### src/hw/rtl/bfk_pkg.sv
// Types, constants and codes shared by the k-nearest block
package bfk_pkg;

    localparam int COORD_BITS   = 24;
    localparam int DIMS         = 3;
    localparam int DIST_BITS    = 50;
    localparam int SQ_BITS      = 2 * COORD_BITS;
    localparam int KEEP_BITS    = 5;
    localparam int CFG_IDX_BITS = 3;
    localparam int CFG_DATA_BITS = COORD_BITS;
    localparam int KEEP_MAX_DEF = 16;

    typedef logic signed [COORD_BITS-1:0] coord_t;
    typedef logic [DIST_BITS-1:0]         dist_t;

    typedef struct packed {
        coord_t point_x;
        coord_t point_y;
        coord_t point_z;
        logic   set_end;
    } in_item_t;

    typedef struct packed {
        coord_t near_x;
        coord_t near_y;
        coord_t near_z;
        dist_t  near_dist;
        logic   run_last;
    } out_item_t;

    // one slot of the sorted store
    typedef struct packed {
        logic   valid;
        dist_t  dist_sq;
        coord_t x;
        coord_t y;
        coord_t z;
    } entry_t;

    // broadcast to every cell of the chain
    typedef struct packed {
        logic   ins;
        logic   drain;
        entry_t cand;
    } cell_ctrl_t;

    typedef enum logic [CFG_IDX_BITS-1:0] {
        CFG_QUERY_X    = 3'd0,
        CFG_QUERY_Y    = 3'd1,
        CFG_QUERY_Z    = 3'd2,
        CFG_KEEP_COUNT = 3'd3
    } cfg_idx_t;

    typedef enum logic [1:0] {
        ST_RUN,
        ST_FLUSH,
        ST_DRAIN
    } ctl_state_t;

endpackage

### src/hw/rtl/bfk_dist.sv
// Three-stage squared distance pipeline: abs difference, square, sum
module bfk_dist
    import bfk_pkg::*;
(
    input  logic     aclk,
    input  logic     aresetn,
    input  logic     in_valid,
    input  in_item_t in_item,
    input  coord_t   query_x,
    input  coord_t   query_y,
    input  coord_t   query_z,
    output logic     out_valid,
    output logic     out_end,
    output entry_t   out_entry
);

    logic                  v1_reg, v2_reg, v3_reg;
    logic                  e1_reg, e2_reg, e3_reg;
    coord_t                p1_reg [DIMS];
    coord_t                p2_reg [DIMS];
    coord_t                p3_reg [DIMS];
    logic [COORD_BITS-1:0] a1_reg [DIMS];
    logic [COORD_BITS-1:0] a1_next [DIMS];
    logic [SQ_BITS-1:0]    sq2_reg [DIMS];
    dist_t                 d3_reg;
    coord_t                pin [DIMS];
    coord_t                qin [DIMS];

    assign pin[0] = in_item.point_x;
    assign pin[1] = in_item.point_y;
    assign pin[2] = in_item.point_z;
    assign qin[0] = query_x;
    assign qin[1] = query_y;
    assign qin[2] = query_z;

    // |a - b| of two signed coords always fits COORD_BITS unsigned
    always_comb begin
        logic signed [COORD_BITS:0] diff [DIMS];
        logic signed [COORD_BITS:0] mag  [DIMS];
        for (int i = 0; i < DIMS; i++) begin
            diff[i]    = (COORD_BITS+1)'(pin[i]) - (COORD_BITS+1)'(qin[i]);
            mag[i]     = diff[i][COORD_BITS] ? -diff[i] : diff[i];
            a1_next[i] = mag[i][COORD_BITS-1:0];
        end
    end

    always_ff @(posedge aclk) begin
        if (!aresetn) begin
            v1_reg <= 1'b0;
            v2_reg <= 1'b0;
            v3_reg <= 1'b0;
        end else begin
            v1_reg <= in_valid;
            v2_reg <= v1_reg;
            v3_reg <= v2_reg;
        end
    end

    always_ff @(posedge aclk) begin
        e1_reg <= in_item.set_end;
        e2_reg <= e1_reg;
        e3_reg <= e2_reg;
        for (int i = 0; i < DIMS; i++) begin
            p1_reg[i]  <= pin[i];
            p2_reg[i]  <= p1_reg[i];
            p3_reg[i]  <= p2_reg[i];
            a1_reg[i]  <= a1_next[i];
            sq2_reg[i] <= SQ_BITS'(a1_reg[i]) * SQ_BITS'(a1_reg[i]);
        end
        d3_reg <= DIST_BITS'(sq2_reg[0]) + DIST_BITS'(sq2_reg[1]) + DIST_BITS'(sq2_reg[2]);
    end

    assign out_valid         = v3_reg;
    assign out_end           = e3_reg;
    assign out_entry.valid   = 1'b1;
    assign out_entry.dist_sq = d3_reg;
    assign out_entry.x       = p3_reg[0];
    assign out_entry.y       = p3_reg[1];
    assign out_entry.z       = p3_reg[2];

endmodule

### config.mk
export PLATFORM = sky130hd
export DESIGN_NAME = bfk_dist
export DESIGN_NICKNAME = d
export VERILOG_FILES = /design/src/hw/rtl/bfk_pkg.sv /design/src/hw/rtl/bfk_dist.sv
export SDC_FILE = /design/constraint.sdc
export NUM_CORES = 2
export LEC_CHECK = 0
export BUFFER_PORTS_ARGS = -buffer_cell sky130_fd_sc_hd__buf_4
export CAP_MARGIN = 20
export CELL_PAD_IN_SITES_DETAIL_PLACEMENT = 1
export CELL_PAD_IN_SITES_GLOBAL_PLACEMENT = 1
export CORE_ASPECT_RATIO = 0.6
export CORE_MARGIN = 1
export CORE_UTILIZATION = 50
export CTS_BUF_LIST = sky130_fd_sc_hd__clkbuf_8
export DETAILED_ROUTE_END_ITERATION = 8
export PLACE_DENSITY = 0.9
export SETUP_SLACK_MARGIN = 0.2
export SLEW_MARGIN = 20
export SYNTH_ARGS = -nofsm -noshare
export SYNTH_HDL_FRONTEND = slang
export SYNTH_SLANG_ARGS = --single-unit
### constraint.sdc
create_clock -name aclk -period 15.4 [get_ports aclk]
set_input_delay 0.77 -clock aclk [delete_from_list [all_inputs] [get_ports aclk]]
set_output_delay 0.77 -clock aclk [all_outputs]
set_load 0.02 [all_outputs]
; Word level (Yosys, flattened, before mapping)
; Memory sizes are Yosys's and may differ from the RTL's.
; Index checks and enable logic that the tools add are counted.
[totals]
register_bits = 56
ram_bits = 432
inputBits = 148
out_inout_bits = 125
word_cells = 26
memories = 5
[mem_list]
columns = name, depth, word_bits, read_ports, rd_clocked_by_memory_dff, wr, line
row1 = sq2_reg, 3, 48, 3, 0, 3, bfk_dist.sv:24  ; logic [SQ_BITS-1:0] sq2_reg [DIMS];
row2 = a1_reg, 3, 24, 3, 0, 3, bfk_dist.sv:22  ; logic [COORD_BITS-1:0] a1_reg [DIMS];
row3 = p1_reg, 3, 24, 3, 0, 3, bfk_dist.sv:19  ; coord_t p1_reg [DIMS];
row4 = p2_reg, 3, 24, 3, 0, 3, bfk_dist.sv:20  ; coord_t p2_reg [DIMS];
row5 = p3_reg, 3, 24, 3, 0, 3, bfk_dist.sv:21  ; coord_t p3_reg [DIMS];
[op_classes]
add_sub_neg = 8
mul = 3
mux = 3
[ops]
columns = cell, n
row1 = multiplier 24 x 24 -> 48 bit, 3
row2 = subtractor 24 x 24 -> 25 bit, 3
row3 = two-way mux 24 bit, 3
row4 = negation 24 bit, 3
row5 = adder 50 x 48 -> 50 bit, 1
row6 = adder 48 x 48 -> 49 bit, 1

; Longest topological paths before layout
[logic_depth]
ltp_word = 3
mapped_depth = 29
depth_no_buf = 27

; Least setup slack after synthesis
; No wires, ideal clock.
[synth_path]
path_type = reg-to-reg
start = memory a1_reg[0][16]
end = memory sq2_reg[0][46] in the netlist's numbering
setup_ps = 72
arrival_ps = 7172
required_ps = 15328
path_slack_ps = 8156
stages_incl_launch_ff = 26
path_buffers = 2
period_less_slack_ps = 7244
cell_sequence = dfxtp_1 clkbuf_1 clkbuf_1 nand2_1 fa_1 inv_1 fa_1 fa_1 inv_1 fa_1 inv_1 fa_1 fa_1 inv_1 fa_1 inv_1 ha_1 a21o_1 a21o_1 a221oi_1 o21ai_1 a221o_1 a2111oi_0 o41ai_1 a311oi_1 xnor2_1
[synth_lines]
columns = element, line
row1 = from (decl), bfk_dist.sv:22
row2 = to (decl), bfk_dist.sv:24

==> flow_metrics.env <==
export IMPL_dieHeight_um=288
export IMPL_grt_max_degree=26
export IMPL_start_kind="register"
export IMPL_syn_to_final_growth_pct=8.46
export IMPL_clk_path_buf_depth=3
export IMPL_fill_cells=15454
export IMPL_numPortBuffers=271
export IMPL_grt_use_total=0.340
export IMPL_drt_iter0_markers=4397
export IMPL_ys_seq_elements=485
export IMPL_route_detailed_drc=0
export IMPL_finalHoldViolCount=0
export IMPL_tns_ns=0
export IMPL_wl_mm=231
export IMPL_clkTransAtPathRegs_ns=0.09
export IMPL_final_common_cell="inv_1"
export IMPL_tightest_slew_ns=1.21
export IMPL_synthesis_area_um2=68400
export IMPL_cts_root_buffer="clkbuf_8"
export IMPL_cts_sinks=485
export IMPL_worstPathRequired_ns=16.07
export IMPL_critPathBufInv=7
export IMPL_die_area_um2=138000
export IMPL_cts_tree="yes"
export IMPL_fin_skew_ns=0.0554
export IMPL_netlist_instances=7340
export IMPL_largest_reg_flops=141
export IMPL_cap_violations=0
export IMPL_finalSetupViolCount=0
export IMPL_cts_hold_buf=0
export IMPL_outcome="completed"
export IMPL_async_flop_share=0
export IMPL_grt_pass1_wl_mm=361
export IMPL_mostFrequentLayoutCells="1,910 x inv_1, 1,272 x fa_1, 698 x ha_1, 597 x nand2_1, 482 x dfxtp_1"
export IMPL_cts_max_level=3
export IMPL_endpoint_kind="register"
export IMPL_stdcell_count=9426
export IMPL_initial_core_util=0.507
export IMPL_yosysSeqAreaShare=0.142
export IMPL_place_congestion=0.945
export IMPL_top_level_ports=273
export IMPL_grt_pass1_vias=62492
export IMPL_crit_arrival_ns=9.45
export IMPL_antenna_found_initial=9
export IMPL_path_class="register to register"
export IMPL_vias=53721
export IMPL_drtPass1Iterations=5
export IMPL_final_nets=9679
export IMPL_synthFlopType="dfxtp_1"
export IMPL_core_area_um2=135000
export IMPL_fin_crit_ns=8.78
export IMPL_fmax_ghz=0.114
export IMPL_cts_repair_resize_count=0
export IMPL_synth_edf_count=0
export IMPL_worstSkewPairLatency_ns=0.82
export IMPL_post_cts_buffers=0
export IMPL_crit_slowest_cell="dfxtp_1"
export IMPL_cpLargestDelayFamily="adder cells"
export IMPL_row_count=104
export IMPL_yosysWarnings=0
export IMPL_drive_gt1_frac=0.0661
export IMPL_post_synth_cell_area_avg_um2=9.31
export IMPL_dp_cells=9280
export IMPL_dp_hpwl_mm=182
export IMPL_postRouteAntennaNets=0
export IMPL_synth_cell_types=87
export IMPL_drv_slew=0
export IMPL_hold_class="input pin to register"
export IMPL_die_x_um=479
export IMPL_wl_per_cell_um=24.5
export IMPL_slew_headroom=0.191
export IMPL_vias_per_cell=5.70
export IMPL_cpPeakStageDelay_ns=1.03
export IMPL_rsz0062_at_grt="no"
export IMPL_syn_num_nets=9458
export IMPL_cp_max_fo=24
export IMPL_finalCritPeriodShare=0.570
export IMPL_cts_buffers=81
export IMPL_grt_overflow=0
per-stage QoR:
step	hold slack, ns	setup WS [ns]	util	instance area, um2
2_1_floorplan	0.310	8.16	-	68400
3_3_place_gp	0.310	7.32	0.537	72400
3_5_place_dp	0.313	6.87	0.537	72400
4_1_cts	0.00567	6.68	0.550	74100
5_1_grt	0.0225	6.42	0.550	74100
6_report	0.0592	6.62	0.550	74100
area by class of cell:
type | count | area (um2) | area share
Multi-Input combinational cell | 4765 | 50800 | 0.685
Inverter | 1899 | 7130 | 0.0961
Antenna cell | 3 | 7.51 | 0.000101
Sequential cell | 485 | 9710 | 0.131
Timing Repair Buffer | 329 | 2470 | 0.0333
Tap cell | 1802 | 2250 | 0.0304
Clock inverter | 46 | 435 | 0.00587
Clock buffer | 97 | 1340 | 0.0180
Yosys cell counts (18+ instances only):
library cell  instances  share of area
a211oi_1             32         0.0035
a21o_1              152          0.017
a21oi_1             284          0.021
a31oi_1              31         0.0028
and2_1              358          0.033
and3_1               30         0.0027
clkbuf_1            183          0.010
dfxtp_1             485           0.14
fa_1               1272           0.37
ha_1                698           0.13
inv_1              1899           0.10
nand2_1             597          0.033
nand2b_1             30         0.0027
nand3_1              58         0.0042
nand4_1              40         0.0037
nor2_1              201          0.011
nor2b_1              50         0.0046
nor3_1               45         0.0033
o211ai_1             23         0.0025
o21a_1               36         0.0040
o21ai_0             141          0.010
o21ai_1              30         0.0022
o21bai_1             43         0.0047
o31ai_1              23         0.0025
or3_1                18         0.0016
xnor2_1             239          0.031
xor2_1              123          0.016
cells by family (layout without fill, tap and decap cells):
| kind of cell | count (synthesis) | after routing | synth area share |
|---|---|---|---|
| other cells | 1 | 4 | 0.0000549 |
| fa+ha+maj | 1970 | 1970 | 0.500 |
| mux | 12 | 12 | 0.00185 |
| simple gates | 1499 | 1499 | 0.108 |
| buf+inv | 2090 | 2371 | 0.115 |
| xor+xnor | 363 | 363 | 0.0466 |
| flops | 485 | 485 | 0.142 |
| compound gates | 920 | 920 | 0.0866 |
worst register-to-register path: stages, from the launching register on:
cell	delay, ns
dfxtp_1	1.03
nand2_1	0.25
fa_1	0.54
inv_1	0.06
fa_1	0.54
inv_1	0.06
fa_1	0.53
inv_1	0.05
fa_1	0.50
inv_1	0.06
fa_1	0.55
inv_1	0.08
fa_1	0.55
inv_1	0.10
fa_1	0.50
inv_1	0.05
ha_1	0.35
a21oi_1	0.19
o21ai_0	0.13
a21oi_1	0.30
o21ai_0	0.34
o211ai_1	0.50
o21ai_1	0.14
or4b_1	0.50
a31o_2	0.27
a221oi_1	0.31
xnor2_1	0.13
routing by layer:
metal / GRT usage / vias to the layer above / routed length [um]
met3: 0.0690 / 721 / 19600
li1: - / 22819 / -
met2: 0.565 / 2580 / 109000
met1: 0.437 / 27597 / 92200
met4: 0.133 / 4 / 9950
met5: 0 / - / 23
final timing paths:
check / start / to / slack (ns) / cells after the start
setup / recovery: a1_reg[0][25]$_DFF_P_ / sq2_reg[0][95]$_DFF_P_ / 6.62 / 26
hold reg to reg: p1_reg[0][2]$_DFF_P_ / p2_reg[0][2]$_DFF_P_ / 0.29 / 0
setup reg to reg: a1_reg[0][25]$_DFF_P_ / sq2_reg[0][95]$_DFF_P_ / 6.62 / 26
hold / removal: in_item[8] / p1_reg[0][55]$_DFF_P_ / 0.06 / 1
Power is not shown: default switching activity piles up to over one toggle a cycle in this logic, so the estimate is an artifact.
