<file path="config.mk">
export PLATFORM = sky130hd
export DESIGN_NAME = bfk_cell
export DESIGN_NICKNAME = d
export VERILOG_FILES = /design/src/hw/rtl/bfk_pkg.sv /design/src/hw/rtl/bfk_cell.sv
export SDC_FILE = /design/constraint.sdc
export NUM_CORES = 1
export LEC_CHECK = 0
export BUFFER_PORTS_ARGS = -buffer_cell sky130_fd_sc_hd__clkbuf_2
export CAP_MARGIN = 5
export CELL_PAD_IN_SITES_DETAIL_PLACEMENT = 1
export CELL_PAD_IN_SITES_GLOBAL_PLACEMENT = 1
export CORE_AREA = 2 2 194 196
export CTS_BUF_LIST = sky130_fd_sc_hd__clkbuf_16
export DETAILED_ROUTE_END_ITERATION = 10
export DIE_AREA = 0 0 196 198
export PLACE_DENSITY_LB_ADDON = 0.1
export SKIP_CTS_REPAIR_TIMING = 1
export SYNTH_ARGS = -nofsm -noshare
export SYNTH_HDL_FRONTEND = slang
export SYNTH_SLANG_ARGS = --single-unit
</file>
<file path="constraint.sdc">
create_clock -name aclk -period 5.5 [get_ports aclk]
set_clock_uncertainty 0.05 [all_clocks]
set_input_delay 0.275 -clock aclk [delete_from_list [all_inputs] [get_ports aclk]]
set_output_delay 0.275 -clock aclk [all_outputs]
set_load 0.01 [all_outputs]
</file>
<file path="src/hw/rtl/bfk_pkg.sv">
// Types, constants and codes shared by the k-nearest block
package bfk_pkg;

    localparam int COORD_BITS   = 24;
    localparam int DIMS         = 3;
    localparam int DIST_BITS    = 50;
    localparam int SQ_BITS      = 2 * COORD_BITS;
    localparam int KEEP_BITS    = 5;
    localparam int CFG_IDX_BITS = 3;
    localparam int CFG_DATA_BITS = COORD_BITS;
    localparam int KEEP_MAX_DEF = 16;

    typedef logic signed [COORD_BITS-1:0] coord_t;
    typedef logic [DIST_BITS-1:0]         dist_t;

    typedef struct packed {
        coord_t point_x;
        coord_t point_y;
        coord_t point_z;
        logic   set_end;
    } in_item_t;

    typedef struct packed {
        coord_t near_x;
        coord_t near_y;
        coord_t near_z;
        dist_t  near_dist;
        logic   run_last;
    } out_item_t;

    // one slot of the sorted store
    typedef struct packed {
        logic   valid;
        dist_t  dist_sq;
        coord_t x;
        coord_t y;
        coord_t z;
    } entry_t;

    // broadcast to every cell of the chain
    typedef struct packed {
        logic   ins;
        logic   drain;
        entry_t cand;
    } cell_ctrl_t;

    typedef enum logic [CFG_IDX_BITS-1:0] {
        CFG_QUERY_X    = 3'd0,
        CFG_QUERY_Y    = 3'd1,
        CFG_QUERY_Z    = 3'd2,
        CFG_KEEP_COUNT = 3'd3
    } cfg_idx_t;

    typedef enum logic [1:0] {
        ST_RUN,
        ST_FLUSH,
        ST_DRAIN
    } ctl_state_t;

endpackage

</file>
<file path="src/hw/rtl/bfk_cell.sv">
// One slot of the sorted insertion chain
module bfk_cell
    import bfk_pkg::*;
#(
    parameter int IDX      = 0,
    parameter int LIM_BITS = KEEP_BITS
) (
    input  logic                aclk,
    input  logic                aresetn,
    input  logic [LIM_BITS-1:0] limit,
    input  cell_ctrl_t          ctrl,
    input  entry_t              left_e,
    input  logic                left_beats,
    input  entry_t              right_e,
    output entry_t              q,
    output logic                beats
);

    logic   valid_reg, valid_next;
    entry_t data_reg, data_next;
    logic   in_limit;

    assign in_limit = LIM_BITS'(IDX) < limit;
    // ties stay ahead of the newcomer
    assign beats    = valid_reg && in_limit && (data_reg.dist_sq <= ctrl.cand.dist_sq);

    always_comb begin
        valid_next = valid_reg;
        data_next  = data_reg;
        if (ctrl.ins) begin
            if (!in_limit) begin
                valid_next = 1'b0;
            end else if (beats) begin
                valid_next = valid_reg;
            end else if (left_beats) begin
                valid_next = 1'b1;
                data_next  = ctrl.cand;
            end else begin
                valid_next = left_e.valid;
                data_next  = left_e;
            end
        end else if (ctrl.drain) begin
            valid_next = right_e.valid;
            data_next  = right_e;
        end
    end

    always_ff @(posedge aclk) begin
        if (!aresetn) begin
            valid_reg <= 1'b0;
        end else begin
            valid_reg <= valid_next;
        end
    end

    always_ff @(posedge aclk) begin
        data_reg <= data_next;
    end

    always_comb begin
        q       = data_reg;
        q.valid = valid_reg;
    end

endmodule

</file>
Word-level counts from Yosys, hierarchy flattened
Index checks and enable logic that the tools add are counted.
Widths: inputs -> output; s select.
- magnitude comparators: 2
- equality and inequality tests: 3
- muxes and demuxes: 10
- reduce and logical (&&, ||, !) cells: 5
- operators by type and width (operator ; number):
    $mux 122 ; 5
    $le 50x50->1 ; 1
    $lt 1x5->1 const A ; 1
    $mux 1 ; 5
    $ne 3x3->1 const B ; 1
    $reduce_and 3->1 ; 1
    $logic_and 1x1->1 ; 2
    $ne 2x1->1 const B ; 1
    $ne 2x2->1 const B ; 1
    $reduce_and 2->1 ; 1
    $reduce_bool 2->1 ; 1
- bits in registers: 123
- output and inout port bits: 124
- word-level logic and storage cells: 25

Longest topological paths before layout
- depth in word-level cells: 6
- gate-level depth with buffers: 9
- depth with buffers taken out: 9

Worst setup path after synthesis
OpenSTA, ideal clock, no wires.
- path type: flip-flop to flip-flop
- start: reg data_reg, in the netlist q[85]
- end: reg data_reg, in the netlist q[0] (enable)
- setup time: 493 ps
- arrival: 4538 ps
- data required time: 4957 ps
- slack: 419 ps
- cell stages (with the launch flop): 8
- period minus slack after synthesis: 5081 ps
- cell sequence: edfxtp_1 -> ha_1 -> nand4_1 -> or2_4 -> o41ai_2 -> a21oi_1 -> o211ai_2 -> a31o_1
- cells in the longest elaborated chain, start to end: 4
- ends and longest elaborated chain (what ; RTL line ; source):
    start: declaration ; bfk_cell.sv:20 ; entry_t data_reg, data_next;
    start signal: assignment ; bfk_cell.sv:57 ; data_reg <= data_next;
    $le 50x50->1 ; bfk_cell.sv:25 ; assign beats = valid_reg && in_limit && (data_reg.dist_sq <= ctrl.cand.dist_sq);
    $logic_and 1x1->1 ; bfk_cell.sv:25 ;
    $ne 2x2->1 (no source line) ; -- ;
    $reduce_and 3->1 (no source line) ; -- ;
No other way between the ends.
A chain may end at the register's enable or synchronous reset.

Final worst setup path
- start: reg data_reg, in the netlist q[81]
- end: reg data_reg, in the netlist q[100] (enable)
The elaborated chain is that of the path after synthesis.

==> flow_results.org <==
** Status
- The flow ran to the end, and the final reports show no timing, DRC or antenna violations.

** Drt
- After detailed routing, the number of vias per cell comes to 4.24.
- The count of nets left with antenna violations once routing finished came out at 0.
- Before antenna repair, the detailed router went through 4 iterations.
- The detailed router placed 7204 vias in this run.
- Avg WL per Cell :: 18.4 um
- Initial drt markers :: 187
- Final WL :: 31300 um
- Residual DRC :: 0

** Placement
- Once placement finished, the instance area stood at 0.0106 mm2.
- Input and output buffers added on the ports amount to 501.
- Worst slack at placement :: 2.00 ns
- Final estimated routing congestion in global placement :: 0.764
- The wire-length estimate of the detail-placed layout is 25500 um.

** STA
- Setup violations remaining at the end of the flow were counted as 0.
- The count of endpoints failing hold in the final timing report came to 0.
- Worst Setup Slack, final :: 2.06 ns
- Measured against its own limit, the worst slew margin works out to 39.4%.
- Setup repair after global routing left no endpoint under its margin.
- Final cycle utilization of the critical path :: 62.5%
- Period minus WS final :: 3.44 ns
- The count of final max-slew check failures is 0.
- Setup tns final :: 0 ns
- For this run, the top clock speed supported by timing is 0.291 GHz.
- Actual slew at the worst max-slew pin :: 0.910 ns

** Synth
- Most frequently used flop master after synthesis :: sky130_fd_sc_hd__edfxtp_1
- Yosys mapped a number of flops with a built-in enable equal to 122.
- Count of warnings emitted by yosys :: 0
- The cell count after synthesis came out at 732.
- Synthesized area :: 0.00761 mm2
- Average footprint of a synthesized cell :: 10.4 um2
- When the netlist entered floorplanning its net count stood at 1161.
- Proportion of register bits with asynchronous set or reset after synthesis :: 0%
- Sequential cell area fraction in the yosys report :: 48.4%
- After synthesis the netlist holds a flip-flop and latch count of 123.
- Synth unique cells :: 32

** Worst setup path
- The largest single stage delay on the critical path is 0.56 ns.
- FF-to-FF path depth :: 8
- The worst setup path is captured at a flop.
- The worst setup path is launched from a flop.
- Kind of cell with the highest combined delay on the critical path :: compound AO/OA/AOI/OAI gates
- Along the worst path, the maximum fanout reaches 65.
- The endpoint identified for the worst register-to-register timing path is q[100].
- Walking the worst path, the cells encountered are ha_1, nand4_1, or2_4, o41ai_2, a21oi_1, o211ai_2, a31o_4, buf_12.
- The setup path with the least slack is of type flop to flop.
- In this run the critical register-to-register path is launched from q[81].
- On the critical path, the stage with the largest delay is an instance of sky130_fd_sc_hd__a31o_4.
- Critical path arrival :: 3.47 ns
- Req. time, crit path :: 5.53 ns
- Counting both buffers and inverters, the worst setup path holds a total of 1.
- The worst register-to-register path has a setup slack of 2.06 ns.

** Floorplanning
- The die covers 0.0388 mm2.
- Core region area :: 0.0370 mm2
- The floorplan step set the die height to 198 um.
- Row generation in the floorplan step produced 71 rows.
- Once the floorplan was initialized, standard cells occupied 20.6% of the core.
- # IOs :: 503
- The die is 196 um wide.

** CTS
- At the later pin of the worst-skew pair, clock insertion delay measures 0.43 ns.
- Number of buffers on the longest clock path :: 2
- Clock-pin slew was measured on the worst setup and hold paths at 0.06 ns.
- Number of H-tree levels :: 4
- CTS placed an instance of sky130_fd_sc_hd__clkbuf_16 at the clock tree root.
- Sinks on Clock Net :: 123
- CTS tree :: yes
- Buffers inserted during clock tree synthesis total 17.

** Layout
- Summed area of non-filler cells in the final layout :: 0.0112 mm2
- Count of nets after finishing :: 1643
- Relative to the synthesized area, the layout overhead comes to 46.9%.
- In the final layout, the share of cells above drive strength 1 is 44.9%.
- Max reg flops :: 122
- Measured on the finished design, the core utilization comes to 30.3%.
- Diodes inserted :: 0

** Run
- Number of maximum-capacitance constraint violations :: 0

** Global route
- Entering global routing, the biggest net connects 188 pins.
- The initial antenna violation count came to 1.
- Total global-route track usage :: 15.9%
- Wire length of the first global-routing pass :: 45600 um
- The number of global-route vias before repair was 7590.
- Grt ovf :: 0

** Min path
- Terminating pin of the worst hold path :: valid_reg
- Start point of the worst hold path :: aresetn
- Counting instances, the worst hold path has a depth of 3.
- Worst hold path class :: input pin to flop

** Power
- The analysis attributes to cell leakage a power of 0.00558 uW.
- Dividing total power by cell area gives a power density of 271 mW/mm2.
- Power after layout :: 3030 uW
- Across the VDD grid, the largest voltage drop is 191 uV.
placed cells by master, fill, tap and decap left out, types with 2 or more instances in the layout:
| master | Yosys | final |
|---|---|---|
| sky130_fd_sc_hd__clkbuf_2 | 0 | 499 |
| sky130_fd_sc_hd__a21oi_1 | 148 | 148 |
| sky130_fd_sc_hd__nor2_1 | 127 | 127 |
| sky130_fd_sc_hd__mux2i_1 | 123 | 123 |
| sky130_fd_sc_hd__edfxtp_1 | 122 | 122 |
| sky130_fd_sc_hd__inv_1 | 52 | 55 |
| sky130_fd_sc_hd__ha_1 | 50 | 50 |
| sky130_fd_sc_hd__nand2_1 | 19 | 19 |
| sky130_fd_sc_hd__clkbuf_16 | 0 | 17 |
| sky130_fd_sc_hd__nand4_2 | 8 | 8 |
| sky130_fd_sc_hd__o21ai_0 | 6 | 6 |
| sky130_fd_sc_hd__nor3_1 | 4 | 4 |
| sky130_fd_sc_hd__nand3_1 | 4 | 4 |
| sky130_fd_sc_hd__clkinv_2 | 0 | 4 |
| sky130_fd_sc_hd__nand4_1 | 3 | 3 |
| sky130_fd_sc_hd__o21ai_1 | 3 | 3 |
| sky130_fd_sc_hd__o211ai_1 | 3 | 3 |
| sky130_fd_sc_hd__a211oi_1 | 3 | 3 |
| sky130_fd_sc_hd__clkinvlp_4 | 0 | 3 |
| sky130_fd_sc_hd__buf_4 | 1 | 3 |
| sky130_fd_sc_hd__nor4_4 | 2 | 2 |
| sky130_fd_sc_hd__bufinv_16 | 0 | 2 |
| sky130_fd_sc_hd__buf_12 | 0 | 2 |
metrics by stage:
step           hold slack (ns)  instances
2_1_floorplan            0.340        732
3_5_place_dp             0.454       1669
6_report                0.0168       1701
4_1_cts                -0.0148       1701
3_3_place_gp             0.465       1669
5_1_grt                 0.0122       1701
synthesized netlist by cell type (2+ instances only):
| master | count | area share [%] |
|---|---|---|
| sky130_fd_sc_hd__a21oi_1 | 148 | 9.7 |
| sky130_fd_sc_hd__nor2_1 | 127 | 6.3 |
| sky130_fd_sc_hd__mux2i_1 | 123 | 16 |
| sky130_fd_sc_hd__edfxtp_1 | 122 | 48 |
| sky130_fd_sc_hd__inv_1 | 52 | 2.6 |
| sky130_fd_sc_hd__ha_1 | 50 | 8.2 |
| sky130_fd_sc_hd__clkbuf_1 | 29 | 1.4 |
| sky130_fd_sc_hd__nand2_1 | 19 | 0.94 |
| sky130_fd_sc_hd__buf_2 | 11 | 0.72 |
| sky130_fd_sc_hd__nand4_2 | 8 | 1.3 |
| sky130_fd_sc_hd__o21ai_0 | 6 | 0.39 |
| sky130_fd_sc_hd__nand3_1 | 4 | 0.26 |
| sky130_fd_sc_hd__nor3_1 | 4 | 0.26 |
| sky130_fd_sc_hd__a211oi_1 | 3 | 0.30 |
| sky130_fd_sc_hd__nand4_1 | 3 | 0.25 |
| sky130_fd_sc_hd__o211ai_1 | 3 | 0.30 |
| sky130_fd_sc_hd__o21ai_1 | 3 | 0.20 |
| sky130_fd_sc_hd__buf_1 | 2 | 0.099 |
| sky130_fd_sc_hd__nor4_4 | 2 | 0.56 |
power by group:
group / internal [uW] / leakage [uW] / total [uW] / switching [uW]
clock: 657 / 0.000280 / 1100 / 447
combinational: 306 / 0.00412 / 718 / 412
sequential: 1170 / 0.00119 / 1210 / 40.7
cells by family (layout without fill, tap and decap cells):
family / after synthesis / count (layout) / share of synthesized area (%)
multiplexers: 123 / 123 / 16.2
AO/OA/AOI/OAI: 170 / 170 / 11.8
flip-flops: 123 / 123 / 48.4
AND/OR/NAND/NOR: 171 / 171 / 10.5
buffers and inverters: 95 / 590 / 4.92
adder cells (fa/ha/maj): 50 / 50 / 8.22
tightest hold or removal path, delay by kind of cell:
kind	cells	cell delay [ns]
AND/OR/NAND/NOR	1	0.04
buffers and inverters	1	0.09
AO/OA/AOI/OAI	1	0.06
per-layer routing:
metal	up-vias	part of all wire [%]	global-route usage, %
li1	3633	-	-
met1	3278	39	17.7
met2	270	52	29.1
met3	21	7.8	5.67
met4	2	0.93	3.87
met5	-	0.041	0
worst max-delay path by stage:
stage / endpoint / startpoint / depth (start not counted) / slack (ns)
after detailed placement: q[41] / ctrl[81] / 10 / 2.00
after floorplan: q[0] / q[85] / 7 / 0.42
after global routing: q[66] / q[113] / 9 / 1.84
final: q[100] / q[81] / 8 / 2.06
after CTS: q[44] / q[81] / 8 / 1.99
after global placement: q[41] / ctrl[81] / 10 / 2.02
area by class of cell:
class,instances,area [um2]
Clock inverter,15,135
Tap cell,474,593
Fill cell,4430,25800
Clock buffer,17,425
Inverter,52,195
Multi-Input combinational cell,514,3560
Timing Repair Buffer,506,2580
Sequential cell,123,3680
(Power assumes the default switching activity.)
